**src/hw/rtl/egs_pkg.sv**
```systemverilog
`default_nettype none

package egs_pkg;

  // Width of the internal byte counter; saturates at its all-ones value.
  localparam int unsigned OffsetWidth = 16;
  localparam int unsigned BoundWidth  = 16;
  localparam int unsigned CodeWidth   = 21;
  localparam int unsigned FifoDepth   = 4;
  localparam int unsigned FifoPtrW    = $clog2(FifoDepth);
  localparam int unsigned FifoCntW    = $clog2(FifoDepth + 1);

  localparam logic [CodeWidth-1:0] CpZwj        = 21'h0200D;
  localparam logic [CodeWidth-1:0] CpKeycap     = 21'h020E3;
  localparam logic [CodeWidth-1:0] CpVs16       = 21'h0FE0F;
  localparam logic [CodeWidth-1:0] CpVs1        = 21'h0FE00;
  localparam logic [CodeWidth-1:0] CpReplace    = 21'h0FFFD;
  localparam logic [CodeWidth-1:0] CpRiFirst    = 21'h1F1E6;
  localparam logic [CodeWidth-1:0] CpRiLast     = 21'h1F1FF;
  localparam logic [CodeWidth-1:0] CpSkinFirst  = 21'h1F3FB;
  localparam logic [CodeWidth-1:0] CpSkinLast   = 21'h1F3FF;
  localparam logic [CodeWidth-1:0] CpTagFirst   = 21'hE0020;
  localparam logic [CodeWidth-1:0] CpTagLast    = 21'hE007F;
  localparam logic [CodeWidth-1:0] CpPictFirst  = 21'h1F000;
  localparam logic [CodeWidth-1:0] CpPictLast   = 21'h1FAFF;

  // Kind of the grapheme held back while the next code point is awaited.
  typedef enum logic [3:0] {
    KIND_NONE   = 4'b0001,
    KIND_PLAIN  = 4'b0010,
    KIND_KEYCAP = 4'b0100,
    KIND_EMOJI  = 4'b1000
  } kind_e;

  typedef struct packed {
    logic [BoundWidth-1:0] offset;
    logic                  emoji;
    logic                  last;
  } result_t;

  function automatic logic in_range(logic [CodeWidth-1:0] c,
                                    logic [CodeWidth-1:0] lo,
                                    logic [CodeWidth-1:0] hi);
    return (c >= lo) && (c <= hi);
  endfunction

  function automatic logic is_regional(logic [CodeWidth-1:0] c);
    return in_range(c, CpRiFirst, CpRiLast);
  endfunction

  function automatic logic is_extender(logic [CodeWidth-1:0] c);
    return (c == CpZwj) || in_range(c, CpVs1, CpVs16) ||
           in_range(c, CpSkinFirst, CpSkinLast) || (c == CpKeycap) ||
           in_range(c, CpTagFirst, CpTagLast);
  endfunction

  function automatic logic is_emoji_start(logic [CodeWidth-1:0] c);
    return in_range(c, CpPictFirst, CpPictLast) ||
           in_range(c, 21'h02600, 21'h027BF) ||
           in_range(c, 21'h02B00, 21'h02BFF) ||
           in_range(c, 21'h02300, 21'h023FF) ||
           (c == 21'h0203C) || (c == 21'h02049) ||
           in_range(c, 21'h02194, 21'h02199) ||
           (c == 21'h021A9) || (c == 21'h021AA) ||
           (c == 21'h02122) || (c == 21'h02139) ||
           in_range(c, 21'h025AA, 21'h025FF) ||
           (c == 21'h02934) || (c == 21'h02935) ||
           (c == 21'h03030) || (c == 21'h0303D) ||
           (c == 21'h03297) || (c == 21'h03299) ||
           is_regional(c);
  endfunction

  // '#', '*' and the ASCII digits
  function automatic logic is_keycap_base(logic [CodeWidth-1:0] c);
    return (c == 21'h00023) || (c == 21'h0002A) || in_range(c, 21'h00030, 21'h00039);
  endfunction

endpackage

`default_nettype wire

```
**src/hw/rtl/emoji_grapheme_segmenter_unit.sv**
```systemverilog
`default_nettype none

// Emoji grapheme segmenter. Takes a UTF-8 string one byte per input beat,
// end_of_string_i marking its last byte, and returns one beat per grapheme:
// the byte offset just past the grapheme (counted from 1, low 16 bits of a
// saturating counter), whether it is an emoji cluster, and a last flag on the
// grapheme flushed at the end of the string. Decoding is lenient: a stray
// continuation byte reads as U+FFFD, bytes inside a sequence are taken as
// continuations unchecked, and a sequence cut short by the end of the string
// keeps the bits received so far. A grapheme is reported once the following
// code point shows that it has ended, so results trail the input by one code
// point; the last byte of a string can give two beats. Throughput is one byte
// per cycle: decoding, classification and the grapheme state update are one
// combinational step from the state registers into a four-entry result queue.
// The input stalls only while that queue holds more than two beats, i.e. when
// the output side is itself stalling. After the last byte the decoder and
// grapheme state reset, so the next byte starts a new string at offset zero.
module emoji_grapheme_segmenter_unit
  import egs_pkg::*;
(
  input  wire logic                  clk_i,
  input  wire logic                  rst_ni,
  input  wire logic                  in_valid_i,
  output logic                       in_stall_o,
  input  wire logic [7:0]            byte_value_i,
  input  wire logic                  end_of_string_i,
  output logic                       out_valid_o,
  input  wire logic                  out_stall_i,
  output logic [BoundWidth-1:0]      boundary_offset_o,
  output logic                       is_emoji_cluster_o,
  output logic                       last_boundary_o
);

  localparam logic [OffsetWidth-1:0] PosMax = '1;

  // decoder and grapheme state
  logic [CodeWidth-1:0]   acc_q, acc_d;
  logic [1:0]             rem_q, rem_d;
  logic [OffsetWidth-1:0] pos_q, pos_d;
  kind_e                  kind_q, kind_d;
  logic [OffsetWidth-1:0] pend_q, pend_d;
  logic                   ri_start_q, ri_start_d;
  logic                   single_q, single_d;
  logic                   zwj_q, zwj_d;

  // result queue
  result_t               fifo_q [FifoDepth];
  logic [FifoPtrW-1:0]   wp_q, rp_q;
  logic [FifoCntW-1:0]   cnt_q;

  logic                  in_acc, out_acc;
  logic                  have;
  logic [CodeWidth-1:0]  cp;
  logic                  emit0, emit1;
  result_t               res0, res1;
  logic [1:0]            n_push;

  assign in_acc  = in_valid_i && !in_stall_o;
  assign out_acc = out_valid_o && !out_stall_i;

  // room for two beats is needed before a byte is taken
  assign in_stall_o  = cnt_q > FifoCntW'(FifoDepth - 2);
  assign out_valid_o = cnt_q != '0;

  always_comb begin
    logic [OffsetWidth-1:0] pos_n;
    logic                   absorb;
    logic                   start_new;
    logic [31:0]            pend_wide;

    acc_d      = acc_q;
    rem_d      = rem_q;
    pos_d      = pos_q;
    kind_d     = kind_q;
    pend_d     = pend_q;
    ri_start_d = ri_start_q;
    single_d   = single_q;
    zwj_d      = zwj_q;
    have       = 1'b0;
    cp         = '0;
    emit0      = 1'b0;
    emit1      = 1'b0;
    res0       = '0;
    res1       = '0;
    absorb     = 1'b0;
    start_new  = 1'b0;
    pend_wide  = 32'(pend_q);

    pos_n = (pos_q != PosMax) ? pos_q + 1'b1 : PosMax;

    if (in_acc) begin
      pos_d = pos_n;

      // UTF-8 decode
      if (rem_q == 2'd0) begin
        if (!byte_value_i[7]) begin
          cp   = CodeWidth'(byte_value_i);
          have = 1'b1;
        end else if (!byte_value_i[6]) begin
          cp   = CpReplace;
          have = 1'b1;
        end else if (!byte_value_i[5]) begin
          acc_d = CodeWidth'(byte_value_i[4:0]);
          rem_d = 2'd1;
        end else if (!byte_value_i[4]) begin
          acc_d = CodeWidth'(byte_value_i[3:0]);
          rem_d = 2'd2;
        end else begin
          acc_d = CodeWidth'(byte_value_i[2:0]);
          rem_d = 2'd3;
        end
      end else begin
        acc_d = {acc_q[CodeWidth-7:0], byte_value_i[5:0]};
        rem_d = rem_q - 2'd1;
        if (rem_d == 2'd0) begin
          cp   = acc_d;
          have = 1'b1;
        end
      end
      // truncated sequence at the end: take what has arrived
      if (end_of_string_i && !have) begin
        cp   = acc_d;
        have = 1'b1;
      end

      // grapheme grouping
      if (have) begin
        case (kind_q)
          KIND_EMOJI: begin
            if (is_extender(cp) ||
                (zwj_q && (is_emoji_start(cp) || is_keycap_base(cp))) ||
                (ri_start_q && single_q && is_regional(cp))) begin
              absorb   = 1'b1;
              pend_d   = pos_n;
              single_d = 1'b0;
              zwj_d    = cp == CpZwj;
            end else begin
              emit0 = 1'b1;
              res0  = '{offset: pend_wide[BoundWidth-1:0], emoji: 1'b1, last: 1'b0};
            end
          end
          KIND_KEYCAP: begin
            if ((cp == CpVs16) || (cp == CpKeycap)) begin
              absorb     = 1'b1;
              kind_d     = KIND_EMOJI;
              pend_d     = pos_n;
              ri_start_d = 1'b0;
              single_d   = 1'b0;
              zwj_d      = 1'b0;
            end else begin
              emit0 = 1'b1;
              res0  = '{offset: pend_wide[BoundWidth-1:0], emoji: 1'b0, last: 1'b0};
            end
          end
          KIND_PLAIN: begin
            emit0 = 1'b1;
            res0  = '{offset: pend_wide[BoundWidth-1:0], emoji: 1'b0, last: 1'b0};
          end
          default: begin
          end
        endcase
        start_new = !absorb;
      end

      if (start_new) begin
        pend_d     = pos_n;
        ri_start_d = 1'b0;
        single_d   = 1'b0;
        zwj_d      = 1'b0;
        if (is_emoji_start(cp)) begin
          kind_d     = KIND_EMOJI;
          ri_start_d = is_regional(cp);
          single_d   = 1'b1;
        end else if (is_keycap_base(cp)) begin
          kind_d = KIND_KEYCAP;
        end else begin
          kind_d = KIND_PLAIN;
        end
      end

      // flush the held grapheme and start afresh
      if (end_of_string_i) begin
        pend_wide = 32'(pend_d);
        if (kind_d != KIND_NONE) begin
          emit1 = 1'b1;
          res1  = '{offset: pend_wide[BoundWidth-1:0], emoji: kind_d == KIND_EMOJI,
                    last: 1'b1};
        end
        acc_d      = '0;
        rem_d      = '0;
        pos_d      = '0;
        kind_d     = KIND_NONE;
        pend_d     = '0;
        ri_start_d = 1'b0;
        single_d   = 1'b0;
        zwj_d      = 1'b0;
      end
    end
  end

  assign n_push = {1'b0, emit0} + {1'b0, emit1};

  always_ff @(posedge clk_i or negedge rst_ni) begin
    if (!rst_ni) begin
      acc_q      <= '0;
      rem_q      <= '0;
      pos_q      <= '0;
      kind_q     <= KIND_NONE;
      pend_q     <= '0;
      ri_start_q <= 1'b0;
      single_q   <= 1'b0;
      zwj_q      <= 1'b0;
      wp_q       <= '0;
      rp_q       <= '0;
      cnt_q      <= '0;
    end else begin
      acc_q      <= acc_d;
      rem_q      <= rem_d;
      pos_q      <= pos_d;
      kind_q     <= kind_d;
      pend_q     <= pend_d;
      ri_start_q <= ri_start_d;
      single_q   <= single_d;
      zwj_q      <= zwj_d;
      wp_q       <= wp_q + FifoPtrW'(n_push);
      if (out_acc) begin
        rp_q <= rp_q + 1'b1;
      end
      cnt_q <= cnt_q + FifoCntW'(n_push) - FifoCntW'(out_acc);
    end
  end

  // queue payload; the flush beat goes behind the ordinary one when both occur
  always_ff @(posedge clk_i) begin
    if (emit0) begin
      fifo_q[wp_q] <= res0;
    end
    if (emit1) begin
      fifo_q[wp_q + FifoPtrW'(emit0)] <= res1;
    end
  end

  assign boundary_offset_o  = fifo_q[rp_q].offset;
  assign is_emoji_cluster_o = fifo_q[rp_q].emoji;
  assign last_boundary_o    = fifo_q[rp_q].last;

`ifndef SYNTH
  a_cnt_bound : assert property (@(posedge clk_i) disable iff (!rst_ni)
    cnt_q <= FifoCntW'(FifoDepth))
    else $error("result queue count out of range");

  a_two_only_at_end : assert property (@(posedge clk_i) disable iff (!rst_ni)
    (emit0 && emit1) |-> (in_acc && end_of_string_i))
    else $error("two beats from a byte that is not the last");

  a_reset_after_end : assert property (@(posedge clk_i) disable iff (!rst_ni)
    (in_acc && end_of_string_i) |=> (pos_q == '0 && kind_q == KIND_NONE && rem_q == 2'd0))
    else $error("state not cleared after end of string");

  a_queue_track : assert property (@(posedge clk_i) disable iff (!rst_ni)
    (cnt_q == '0) |-> (wp_q == rp_q))
    else $error("empty queue with pointers apart");
`endif

endmodule

`default_nettype wire
```
**config.mk**
```make
export PLATFORM = sky130hd
export DESIGN_NAME = emoji_grapheme_segmenter_unit
export DESIGN_NICKNAME = d
export VERILOG_FILES = /design/src/hw/rtl/egs_pkg.sv /design/src/hw/rtl/emoji_grapheme_segmenter_unit.sv
export SDC_FILE = /design/constraint.sdc
export NUM_CORES = 1
export LEC_CHECK = 0
export BUFFER_PORTS_ARGS = -buffer_cell sky130_fd_sc_hd__buf_2
export CORE_MARGIN = 1
export CORE_UTILIZATION = 30
export CTS_BUF_LIST = sky130_fd_sc_hd__clkbuf_16
export CTS_CLUSTER_SIZE = 8
export DETAILED_ROUTE_END_ITERATION = 10
export PLACE_DENSITY_LB_ADDON = 0.1
export SYNTH_ARGS = -nofsm -noshare
export SYNTH_HDL_FRONTEND = slang
export SYNTH_SLANG_ARGS = --single-unit
```
**constraint.sdc**
```tcl
create_clock -name clk_i -period 9.9 [get_ports clk_i]
set_input_delay 0 -clock clk_i [delete_from_list [all_inputs] [get_ports clk_i]]
set_output_delay 0 -clock clk_i [all_outputs]
set_load 0.02 [all_outputs]
```
; ---- Word level (Yosys, flattened, before mapping)
; Memories as Yosys holds them, arrays and structs flattened.
; Index checks and enable logic that the tools add are counted.
[totals]
input_bits = 13
ramBits = 72
wordCells = 214
memories = 1
out_inout_bits = 20
reg_bits = 69
[classes]
mux = 85
reduce_logical = 59
add_sub_neg = 8
order_cmp = 23
eq_ne = 27
[memory_table]
columns = name, depth, width, rd, rd_clocked_by_memory_dff, wr, line
row1 = fifo_q, 4, 18, 1, 0, 2, emoji_grapheme_segmenter_unit.sv:47  ; result_t fifo_q [FifoDepth];
[ops]
columns = op, n
row1 = $eq A21 B14 Y1 const B, 14
row2 = $mux W21, 8
row3 = $mux W16, 9
row4 = $mux W18, 7
row5 = $ge A21 B14 Y1 const B, 5
row6 = $le A21 B14 Y1 const B, 5
row7 = $ge A21 B17 Y1 const B, 3
row8 = $le A21 B17 Y1 const B, 3
row9 = $pmux W18 S3, 1
row10 = $eq A21 B6 Y1 const B, 2
row11 = $mux W1, 40
row12 = $mux W4, 8
row13 = $pmux W16 S2, 1
row14 = $logic_or A1 B1 Y1, 28
row15 = $eq A21 B16 Y1 const B, 1
row16 = $ge A21 B16 Y1 const B, 1
row17 = $ge A21 B20 Y1 const B, 1
row18 = $ge A21 B6 Y1 const B, 1
row19 = $le A21 B16 Y1 const B, 1
row20 = $le A21 B20 Y1 const B, 1
row21 = $le A21 B6 Y1 const B, 1
row22 = $logic_and A1 B1 Y1, 17
row23 = $add A16 B1 Y16 const B, 1
row24 = $ne A16 B16 Y1 const B, 1
row25 = 26 further kinds, 42

; ---- Logic depth before layout (Yosys ltp)
; Gate-level depths: netlist (run 1).
[depth]
word_depth = 49
ltp_mapped = 23
mapped_depth_nobuf = 21

; ---- Worst setup path after synthesis (run 1)
; OpenSTA, ideal clock, no wires.
[synth_timing]
path_kind = register -> register
start = reg rem_q[1]
end = mem fifo_q[2][0] (netlist name), enable pin
setup_ns = 0.346
arrival_ns = 4.798
n_path_buf = 2
t_required_ns = 9.554
setup_slack_ns = 4.757
period_less_slack_ns = 5.143
stages_incl_launch_ff = 16
cell_sequence = dfrtp_1 -> buf_6 -> or4b_4 -> o221ai_4 -> o31a_2 -> o211ai_2 -> nor4_1 -> o41ai_1 -> a311o_2 -> a2111oi_4 -> a21o_4 -> a21o_1 -> ha_1 -> nor3_1 -> clkbuf_1 -> a31o_2
[synth_rtl]
columns = element, line
row1 = from (decl), emoji_grapheme_segmenter_unit.sv:38  ; logic [1:0] rem_q, rem_d;
row2 = from (signal assigned), emoji_grapheme_segmenter_unit.sv:218  ; rem_q <= rem_d;
row3 = to (decl), emoji_grapheme_segmenter_unit.sv:47

==> impl_metrics.env, run 1 <==
export IMPL_status="complete, no violations"
export IMPL_grt_use_total_pct=19.6
export IMPL_synth_net_count=995
export IMPL_r2r_setup_slack_ns=3.19
export IMPL_power_density_nw_per_um2=250
export IMPL_cts_root_buf="clkbuf_16"
export IMPL_fillCellCount=3205
export IMPL_synth_edf_count=72
export IMPL_reg2regPathDepth=17
export IMPL_avgSynthCellArea_um2=9.93
export IMPL_hp_class="in2reg"
export IMPL_rows=65
export IMPL_cts_made_buffers=17
export IMPL_syn_inst=971
export IMPL_critPathTopFamily="simple AND/OR/NAND/NOR gates"
export IMPL_cp_required_ns=10.14
export IMPL_grt_max_degree=54
export IMPL_drt_iter0_markers=842
export IMPL_area_growth_pct=11.6
export IMPL_drcViolationCount=0
export IMPL_ctsLongestPathBuffers=2
export IMPL_synth_seq_cells=141
export IMPL_regToRegEndpoint="fifo_q[3][17]"
export IMPL_io_pins=33
export IMPL_nets=994
export IMPL_tns_ns=0
export IMPL_postRouteAntennaNets=0
export IMPL_ys_warnings_count=0
export IMPL_timing_rr_start="rem_q[0]"
export IMPL_maxSlewViolCount=0
export IMPL_die_width_um=181
export IMPL_post_dp_cell_area_um2=10100
export IMPL_clkSlewWorstSetupHoldPaths_ns=0.07
export IMPL_htree_levels=4
export IMPL_dr_pass1_iters=5
export IMPL_async_flop_share_pct=48.9
export IMPL_ys_seq_area_share_pct=40.4
export IMPL_synth_cell_types=105
export IMPL_start_util_pct=30.6
export IMPL_hold_violations=0
export IMPL_grt_pass1_vias=7741
export IMPL_fmax_mhz=149
export IMPL_post_route_period_util_pct=67.8
export IMPL_path_class="reg2reg"
export IMPL_clk_latency_ns=0.43
export IMPL_cts_setup_buffers=0
export IMPL_hpwl_mm=21.6
export IMPL_path_cells="buf_4 -> nor2b_1 -> o21a_2 -> o221ai_1 -> a31oi_1 -> nand2_1 -> nor4_1 -> a32o_1 -> nor3_1 -> a21o_4 -> a21o_1 -> ha_1 -> nand2_1 -> nor2_4 -> nor2_1 -> buf_4 -> a221oi_1"
export IMPL_cts_tree="yes"
export IMPL_core_um2=31600
export IMPL_ir_drop_mv=0.122
export IMPL_fin_crit_ns=6.71
export IMPL_n_antenna_cell=0
export IMPL_layout_common_cells="nor2_1 (114), nand2_1 (74), edfxtp_1 (72), dfrtp_1 (68), a21oi_1 (63)"
export IMPL_synth_area_um2=9640
export IMPL_start_kind="register"
export IMPL_slew_headroom_pct=23.6
export IMPL_antenna_found_initial=0
export IMPL_cts_sinks=141
export IMPL_avgRoutedWirePerCell_um=23.0
export IMPL_fp_dieArea_um2=32900
export IMPL_layout_commonest_cell="nor2_1"
export IMPL_fp_dieH_um=181
export IMPL_critPathSlowestCell="nor2_4"
export IMPL_worstPathArrival_ns=6.95
export IMPL_seq_area_um2=3890
export IMPL_critPathBufInv=2
export IMPL_cp_slowest_stage_delay_ns=0.78
export IMPL_placement_io_buffers=32
export IMPL_crit_path_max_fanout=38
export IMPL_gp_congestion=0.940
export IMPL_wl_mm=31.8
export IMPL_vias_per_cell=5.91
export IMPL_rsz0062_at_grt="no"
export IMPL_crit_path_end_kind="register"
export IMPL_overflow=0
export IMPL_p_leak_uw=0.00367
export IMPL_num_vias=8183
export IMPL_synth_ff_type="edfxtp_1"
export IMPL_grt_pass1_wl_mm=49.3
export IMPL_min_to="acc_q[0]"
export IMPL_worst_pin_slew_ns=1.14
export IMPL_final_area_um2=10800
export IMPL_worstHoldStart="byte_value_i[0]"
export IMPL_hold_path_cell_count=3
export IMPL_setup_viol=0
export IMPL_clock_skew_ns=0.0141
export IMPL_multi_input_area_um2=5350
export IMPL_drive_above_1_share_pct=18.3
export IMPL_maxCapViolCount=0
state kept, by name, indices dropped and copies added (netlist names):
| name | cells |
|---|---|
| fifo_q | 72 |
| acc_q | 21 |
| pend_q | 16 |
| pos_q | 16 |
| kind_q | 4 |
| cnt_q | 3 |
| rem_q | 2 |
| rp_q | 2 |
| wp_q | 2 |
| ri_start_q | 1 |
| single_q | 1 |
| zwj_q | 1 |
worst max-delay path by stage:
stage,startpoint,endpoint,slack [ns],cells after the start
after global placement,byte_value_i[7],fifo_q[3][17],3.41,18
after floorplan,rem_q[1],fifo_q[2][0],4.76,15
after global routing,rem_q[0],fifo_q[3][3],2.76,17
after detailed placement,byte_value_i[7],fifo_q[3][17],3.34,18
after CTS,rem_q[0],fifo_q[3][17],3.38,17
final,rem_q[0],fifo_q[3][17],3.19,17
worst register-to-register path, stage by stage (launching register included):
cell	delay [ns]
dfrtp_1	0.36
buf_4	0.26
nor2b_1	0.32
o21a_2	0.55
o221ai_1	0.47
a31oi_1	0.42
nand2_1	0.17
nor4_1	0.72
a32o_1	0.29
nor3_1	0.08
a21o_4	0.29
a21o_1	0.24
ha_1	0.36
nand2_1	0.15
nor2_4	0.78
nor2_1	0.46
buf_4	0.32
a221oi_1	0.29
cell type report:
cell class	count	area share (%)
Multi-Input combinational cell	739	49.7
Sequential cell	141	36.1
Tap cell	402	4.67
Clock buffer	17	3.95
Timing Repair Buffer	52	3.07
Clock inverter	15	1.81
Inverter	19	0.663
through the flow:
| stage | hold slack, ns | setup slack, ns | total power, µW | utilization (%) | instances |
|---|---|---|---|---|---|
| finish | 0.0764 | 3.19 | 2690 | 34.1 | 1385 |
| global route | 0.0896 | 2.76 | 2850 | 34.1 | 1385 |
| CTS | 0.0622 | 3.38 | 2700 | 34.1 | 1385 |
| detailed placement | -0.103 | 3.34 | 2000 | 31.9 | 1346 |
| global placement | -0.103 | 3.41 | 2010 | 31.9 | 1346 |
| floorplan | -0.296 | 4.76 | 1660 | - | 971 |
cells in the mapped netlist, types with 8 or more instances:
library cell    n  share of area (%)
inv_1          19               0.74
o22ai_1        11               0.71
edfxtp_1       72                 22
nor2_1        116                4.5
o22a_1         11                1.0
a31oi_1        11               0.71
a211oi_2        9                1.2
ha_1           10                1.3
nor3_1         18               0.93
clkbuf_1       43                1.7
nand2_1        74                2.9
a221oi_2       21                3.3
dfrtp_1        68                 18
and2_1          8               0.52
xnor2_1        12                1.1
mux2i_1         9               0.93
a221oi_1       12                1.1
a22o_1         22                2.0
a211oi_1       25                1.9
a21oi_1        63                3.3
nand4_1        11               0.71
a31o_2          9               0.82
buf_4           9               0.70
nor2b_1        11               0.71
nor4_1         12               0.78
o21ai_0        45                2.3
and3_1         12               0.78
mux4_2         18                4.2
nand3_1        15               0.78
buf_2          13               0.67
per-layer routing:
metal	vias up	global-route usage, %	part of all wire (%)
met3	24	3.06	4.9
met2	254	28.6	44
met1	4114	29.7	50
met5	-	0	0
li1	3791	-	-
met4	0	4.98	1.3
cell families (layout without fill, tap and decap cells):
group           count (synthesis)  count (layout)  synth area share, %
fa+ha+maj                      11              11                 1.51
simple gates                  339             339                 18.0
buf+inv                        91             103                 4.45
mux                            32              32                 5.72
xor+xnor                       19              19                 1.73
flops                         141             141                 40.4
compound gates                338             338                 28.3
report_power, final:
part	switching (µW)	internal [µW]	total, µW	leakage, µW
Clock	303	387	691	0.000303
Combinational	742	392	1130	0.00181
Sequential	140	726	866	0.00156
what timing repair did:
action	CTS	global route
gates resized for setup	0	0
hold buffers	7	0
hold endpoints to repair	24	0
Power figures use the tool's default switching activity.
==> run 2, diff against run 1 <==
- clock period: 9.9 -> 6.1 ns (I/O delays scaled with it)
==> run 2 against run 1 <==
  * Critical path depth unchanged
  * Clock-buffer cell count unchanged
  * Die area did not move
  * Worst hold slack worse by 0.052 ns
  * Worst setup slack lost 2.6 ns
  * Global-route usage grew 0.19 points
  * Clock power rose by 59%
  * Sequential share of layout area down 0.93 points
  * Cell count grew 1.7%
  * Critical path type unchanged
  * Critical endpoint is now fifo_q[2][4]
==> impl_metrics.env, run 2 (synthesized netlist as in run 1, its figures left out) <==
export IMPL_die_width_um=181
export IMPL_io_pins=33
export IMPL_grt_pass1_vias=8071
export IMPL_p_leak_uw=0.00382
export IMPL_num_vias=8207
export IMPL_tns_ns=0
export IMPL_gp_congestion=0.894
export IMPL_clock_skew_ns=0.0128
export IMPL_htree_levels=4
export IMPL_maxSlewViolCount=0
export IMPL_path_class="reg2reg"
export IMPL_layout_commonest_cell="nor2_1"
export IMPL_fin_crit_ns=5.52
export IMPL_status="complete, no violations"
export IMPL_core_um2=31600
export IMPL_clk_latency_ns=0.43
export IMPL_drcViolationCount=0
export IMPL_wl_mm=31.6
export IMPL_start_util_pct=30.6
export IMPL_grt_use_total_pct=19.8
export IMPL_hp_class="in2async"
export IMPL_fp_dieH_um=181
export IMPL_nets=1018
export IMPL_placement_io_buffers=32
export IMPL_slew_headroom_pct=26.0
export IMPL_rows=65
export IMPL_avgRoutedWirePerCell_um=22.4
export IMPL_worstPathArrival_ns=5.76
export IMPL_startpoint="rem_q[0]"
export IMPL_dr_pass1_iters=6
export IMPL_power_density_nw_per_um2=399
export IMPL_hold_violations=0
export IMPL_max_flop_register="fifo_q"
export IMPL_crit_path_max_fanout=18
export IMPL_fp_dieArea_um2=32900
export IMPL_clkSlewWorstSetupHoldPaths_ns=0.08
export IMPL_start_kind="register"
export IMPL_critPathSlowestCell="a211oi_4"
export IMPL_vias_per_cell=5.82
export IMPL_cts_tree="yes"
export IMPL_ctsLongestPathBuffers=2
export IMPL_post_cts_resized=0
export IMPL_post_route_period_util_pct=90.6
export IMPL_cts_root_buf="clkbuf_16"
export IMPL_maxCapViolCount=0
export IMPL_fillCellCount=3187
export IMPL_rsz0062_at_grt="no"
export IMPL_n_antenna_cell=0
export IMPL_cp_required_ns=6.34
export IMPL_area_growth_pct=14.6
export IMPL_grt_max_degree=49
export IMPL_setup_viol=0
export IMPL_layout_common_cells="nor2_1 (114), nand2_1 (74), edfxtp_1 (72), dfrtp_1 (68), a21oi_1 (63)"
export IMPL_largest_reg_flops=72
export IMPL_antenna_found_initial=1
export IMPL_overflow=0
export IMPL_ir_drop_mv=0.198
export IMPL_postRouteAntennaNets=0
export IMPL_cp_slowest_stage_delay_ns=0.59
export IMPL_drt_iter0_markers=655
export IMPL_worst_pin_slew_ns=1.11
export IMPL_timing_rr_start="rem_q[0]"
export IMPL_cts_sinks=141
export IMPL_fmax_mhz=181
export IMPL_post_dp_cell_area_um2=10400
export IMPL_path_cells="buf_4 -> a211oi_4 -> a221oi_2 -> o22ai_2 -> nand2_2 -> nor4_1 -> o41ai_1 -> a311o_2 -> a2111oi_4 -> a21o_4 -> a21o_1 -> ha_1 -> xnor2_1 -> nor3_2 -> buf_4 -> nor2_1 -> a211oi_1"
export IMPL_reg_largest_list="fifo_q: 72 flops, acc_q: 21 flops"
export IMPL_final_area_um2=11000
export IMPL_grt_pass1_wl_mm=50.1
export IMPL_hpwl_mm=21.3
export IMPL_crit_path_end_kind="register"
export IMPL_cp_common_cell="buf_4"
export IMPL_cts_made_buffers=17
export IMPL_drive_above_1_share_pct=20.4
-- run 2: changes by cell type in the layout (fill, tap and decap cells not counted) --
cell	previous run	this run
dlygate4sd3_1	7	6
bufinv_16	2	0
inv_12	0	1
inv_6	3	2
buf_12	0	9
clkinv_8	1	5
clkinvlp_4	1	0
buf_4	14	30
inv_8	6	5
-- run 2: through the flow --
stage | hold slack [ns] | setup WS, ns | utilization [%] | instances | total power, µW
floorplan | -0.296 | 0.957 | - | 971 | 2690
global placement | -0.0434 | 0.654 | 32.9 | 1371 | 3340
detailed placement | -0.0453 | 0.636 | 32.9 | 1371 | 3320
CTS | 0.0282 | 0.581 | 35.0 | 1409 | 4440
global route | 0.0781 | 0.168 | 35.0 | 1409 | 4670
finish | 0.0244 | 0.576 | 35.0 | 1409 | 4410
-- run 2: path summary, 6_finish.rpt --
check	slack, ns	to	depth (start not counted)
worst max register to register	0.58	fifo_q[2][4]	17
max in group asynchronous	5.12	pos_q[10]	3
worst min register to register	0.50	kind_q[0]	2
worst min-delay path	0.02	acc_q[2]	2
min in group clk_i	0.08	acc_q[0]	3
worst max-delay path	0.58	fifo_q[2][4]	17
-- run 2: worst max-delay path, delay by kind of cell, from the launching register on --
family | cells | cell delay [ns]
xor+xnor | 1 | 0.15
compound gates | 9 | 2.79
simple gates | 4 | 1.03
flops | 1 | 0.51
fa+ha+maj | 1 | 0.24
buf+inv | 2 | 0.59
-- run 2: where the power goes --
group / total (µW) / switching (µW) / internal, µW
sequential: 1390 / 218 / 1180
clock: 1100 / 537 / 561
combinational: 1920 / 1210 / 706
-- run 2: area by class of cell --
type / instances / area, µm² / share of cell area (%)
sequential: 141 / 3890 / 35.2
clock buffer: 17 / 425 / 3.85
clock inverter: 15 / 189 / 1.71
timing repair buffer: 76 / 621 / 5.62
tap: 402 / 503 / 4.55
multi-input combinational: 739 / 5350 / 48.4
inverter: 19 / 71.3 / 0.646
-- run 2: routing by layer --
layer,part of all wire (%),global-route usage (%)
met5,0,0
met4,2.0,5.69
met3,3.9,2.06
met2,47,31.9
met1,47,27.9
-- run 2: repair_timing --
action,4_1_cts,5_1_grt
buffers inserted,0,0
hold buffers,6,0
endpoints found under the hold margin,32,0
==> run 3, diff against run 2 <==
- GPL_TIMING_DRIVEN: unset -> 0
- HOLD_SLACK_MARGIN: unset -> 0.1
==> run 3 against run 2 <==
  * Largest power group unchanged
  * Total power rose by 0.76%
  * Combinational power up 9%
  * Via count increased by 3.5%
  * Global-route usage grew 1.4 points
  * Final area grew 1.4%
  * Cell count increased by 3.1%
  * Clock-buffer cell count increased by 2
  * Wire length grew 9.1%
==> impl_metrics.env, run 3 (synthesized netlist as in run 1, its figures left out) <==
export IMPL_reg_largest_list="fifo_q: 72 flops, acc_q: 21 flops"
export IMPL_overflow=0
export IMPL_clk_latency_ns=0.43
export IMPL_postRouteAntennaNets=0
export IMPL_maxCapViolCount=0
export IMPL_fin_crit_ns=5.97
export IMPL_maxSlewViolCount=0
export IMPL_placed_cells=1407
export IMPL_combPwrFrac_pct=47.0
export IMPL_io_pins=33
export IMPL_placement_io_buffers=32
export IMPL_regToRegEndpoint="fifo_q[3][13]"
export IMPL_drive_above_1_share_pct=20.8
export IMPL_final_cell_count_no_fill=1452
export IMPL_status="complete, no violations"
export IMPL_core_um2=31600
export IMPL_layout_common_cells="nor2_1 (113), nand2_1 (74), edfxtp_1 (72), dfrtp_1 (68), a21oi_1 (62)"
export IMPL_post_dp_cell_area_um2=10300
export IMPL_worst_pin_slew_ns=1.19
export IMPL_n_antenna_cell=0
export IMPL_netSwitchingPower_uw=1980
export IMPL_hpwl_mm=25.1
export IMPL_fp_dieArea_um2=32900
export IMPL_gp_congestion=0.933
export IMPL_fmax_mhz=168
export IMPL_setup_viol=0
export IMPL_p_leak_uw=0.00388
export IMPL_rows=65
export IMPL_avgRoutedWirePerCell_um=23.7
export IMPL_hold_path_cell_count=3
export IMPL_grt_pass1_vias=8162
export IMPL_max_flop_register="fifo_q"
export IMPL_fillCellCount=3227
export IMPL_clkSlewWorstSetupHoldPaths_ns=0.07
export IMPL_grt_max_degree=43
export IMPL_crit_path_end_kind="register"
export IMPL_worstPathArrival_ns=6.06
export IMPL_grt_pass1_wl_mm=52.5
export IMPL_drt_iter0_markers=927
export IMPL_drcViolationCount=0
export IMPL_cp_required_ns=6.19
export IMPL_layout_commonest_cell="nor2_1"
export IMPL_worstHoldStart="byte_value_i[1]"
export IMPL_cts_made_buffers=17
export IMPL_timing_rr_start="rem_q[0]"
export IMPL_rsz0062_at_grt="yes"
export IMPL_start_kind="register"
export IMPL_min_to="acc_q[1]"
export IMPL_reg2regPathDepth=19
export IMPL_dr_pass1_iters=5
export IMPL_post_route_period_util_pct=97.8
export IMPL_fp_dieH_um=181
export IMPL_nets=1061
export IMPL_ir_drop_mv=0.165
export IMPL_power_density_nw_per_um2=397
export IMPL_clock_skew_ns=0.0168
export IMPL_ctsLongestPathBuffers=2
export IMPL_vias_per_cell=5.85
export IMPL_hold_violations=0
export IMPL_netSwitchingFraction_pct=44.5
export IMPL_grt_use_total_pct=21.2
export IMPL_slew_headroom_pct=20.7
export IMPL_start_util_pct=30.6
export IMPL_area_growth_pct=16.1
export IMPL_seq_power_share_pct=29.8
export IMPL_wl_mm=34.5
export IMPL_r2r_setup_slack_ns=0.13
export IMPL_worst_slack_ns=0.132
export IMPL_hp_class="in2reg"
export IMPL_seq_area_um2=3890
export IMPL_num_vias=8492
export IMPL_place_ws_ns=-0.994
export IMPL_largest_reg_flops=72
export IMPL_fin_hold_ws_ns=0.130
export IMPL_cts_tree="yes"
export IMPL_antenna_found_initial=0
export IMPL_p_int_uw=2470
export IMPL_multi_input_area_um2=5440
export IMPL_final_area_um2=11200
export IMPL_cts_root_buf="clkbuf_16"
export IMPL_htree_levels=4
export IMPL_crit_path_max_fanout=18
export IMPL_path_class="reg2reg"
export IMPL_pwr_share_clk_pct=23.2
export IMPL_die_width_um=181
export IMPL_cts_sinks=141
## run 3: stage by stage
stage | total power, µW | setup TNS, ns | utilization (%)
final | 4440 | 0 | 35.5
after global routing | 4680 | -2.37 | 35.5
after CTS | 4410 | 0 | 35.1
after detailed placement | 3340 | -66.21 | 32.8
after global placement | 3350 | -109.83 | 32.7
after floorplan | 2690 | 0 | -
## run 3: worst max-delay path, stage by stage, from the launching register on
cell and delay [ns]:
dfrtp_1 0.37, buf_4 0.18, buf_4 0.20, buf_6 0.16, nor2_2 0.22, buf_4 0.26, o21ai_0 0.11, a21oi_1 0.37
o21ai_1 0.27, nor4_1 0.50, o21ai_0 0.18, o211ai_1 0.24, a2111oi_4 0.17, a21o_4 0.31, a21o_1 0.27, ha_1 0.40
nand2_1 0.12, nor2_2 0.43, buf_2 0.46, a31o_4 0.37
## run 3: routing by layer
metal / wire length [µm] / GRT usage (%) / part of all wire (%) / up-vias
li1: - / - / - / 3933
met1: 16800 / 31.2 / 49 / 4187
met2: 15000 / 31.7 / 43 / 335
met3: 2090 / 3.20 / 6.1 / 37
met4: 552 / 6.37 / 1.6 / 0
met5: 0 / 0 / 0 / -
## run 3: what timing repair did
item                       CTS  global route
cloned                       0             0
buffers inserted             0             4
hold buffers                 9             0
hold endpoints to repair    77             0
gates resized for setup     15            24
setup endpoints to repair  133           136
pin swaps                    0             1
## run 3: cell type report
type                    instances  area share, %
well taps                     402           4.49
clock inverters                13          0.872
repair buffers                 47           3.15
flip-flops and latches        141           34.7
multi-input cells             739           48.5
plain buffers                  72           3.31
inverters                      19          0.637
clock buffers                  19           4.25
## run 3: power groups by stage
stage	Combinational, µW	Clock (µW)	Sequential, µW
floorplan	1410	0	1280
CTS	2040	1050	1320
global route	2250	1080	1340
global placement	2020	0	1340
finish	2090	1030	1320
detailed placement	2010	0	1340
## run 3: how the worst max path moves through the flow
stage	from	slack, ns	depth (start not counted)	end
final	rem_q[0]	0.13	19	fifo_q[3][13]
after global routing	rem_q[0]	-0.07	19	fifo_q[3][8]
after CTS	rem_q[0]	0.04	17	fifo_q[2][5]
after detailed placement	byte_value_i[7]	-0.99	18	fifo_q[0][12]
after global placement	byte_value_i[7]	-1.43	17	fifo_q[2][16]
after floorplan	rem_q[1]	0.96	15	fifo_q[2][0]
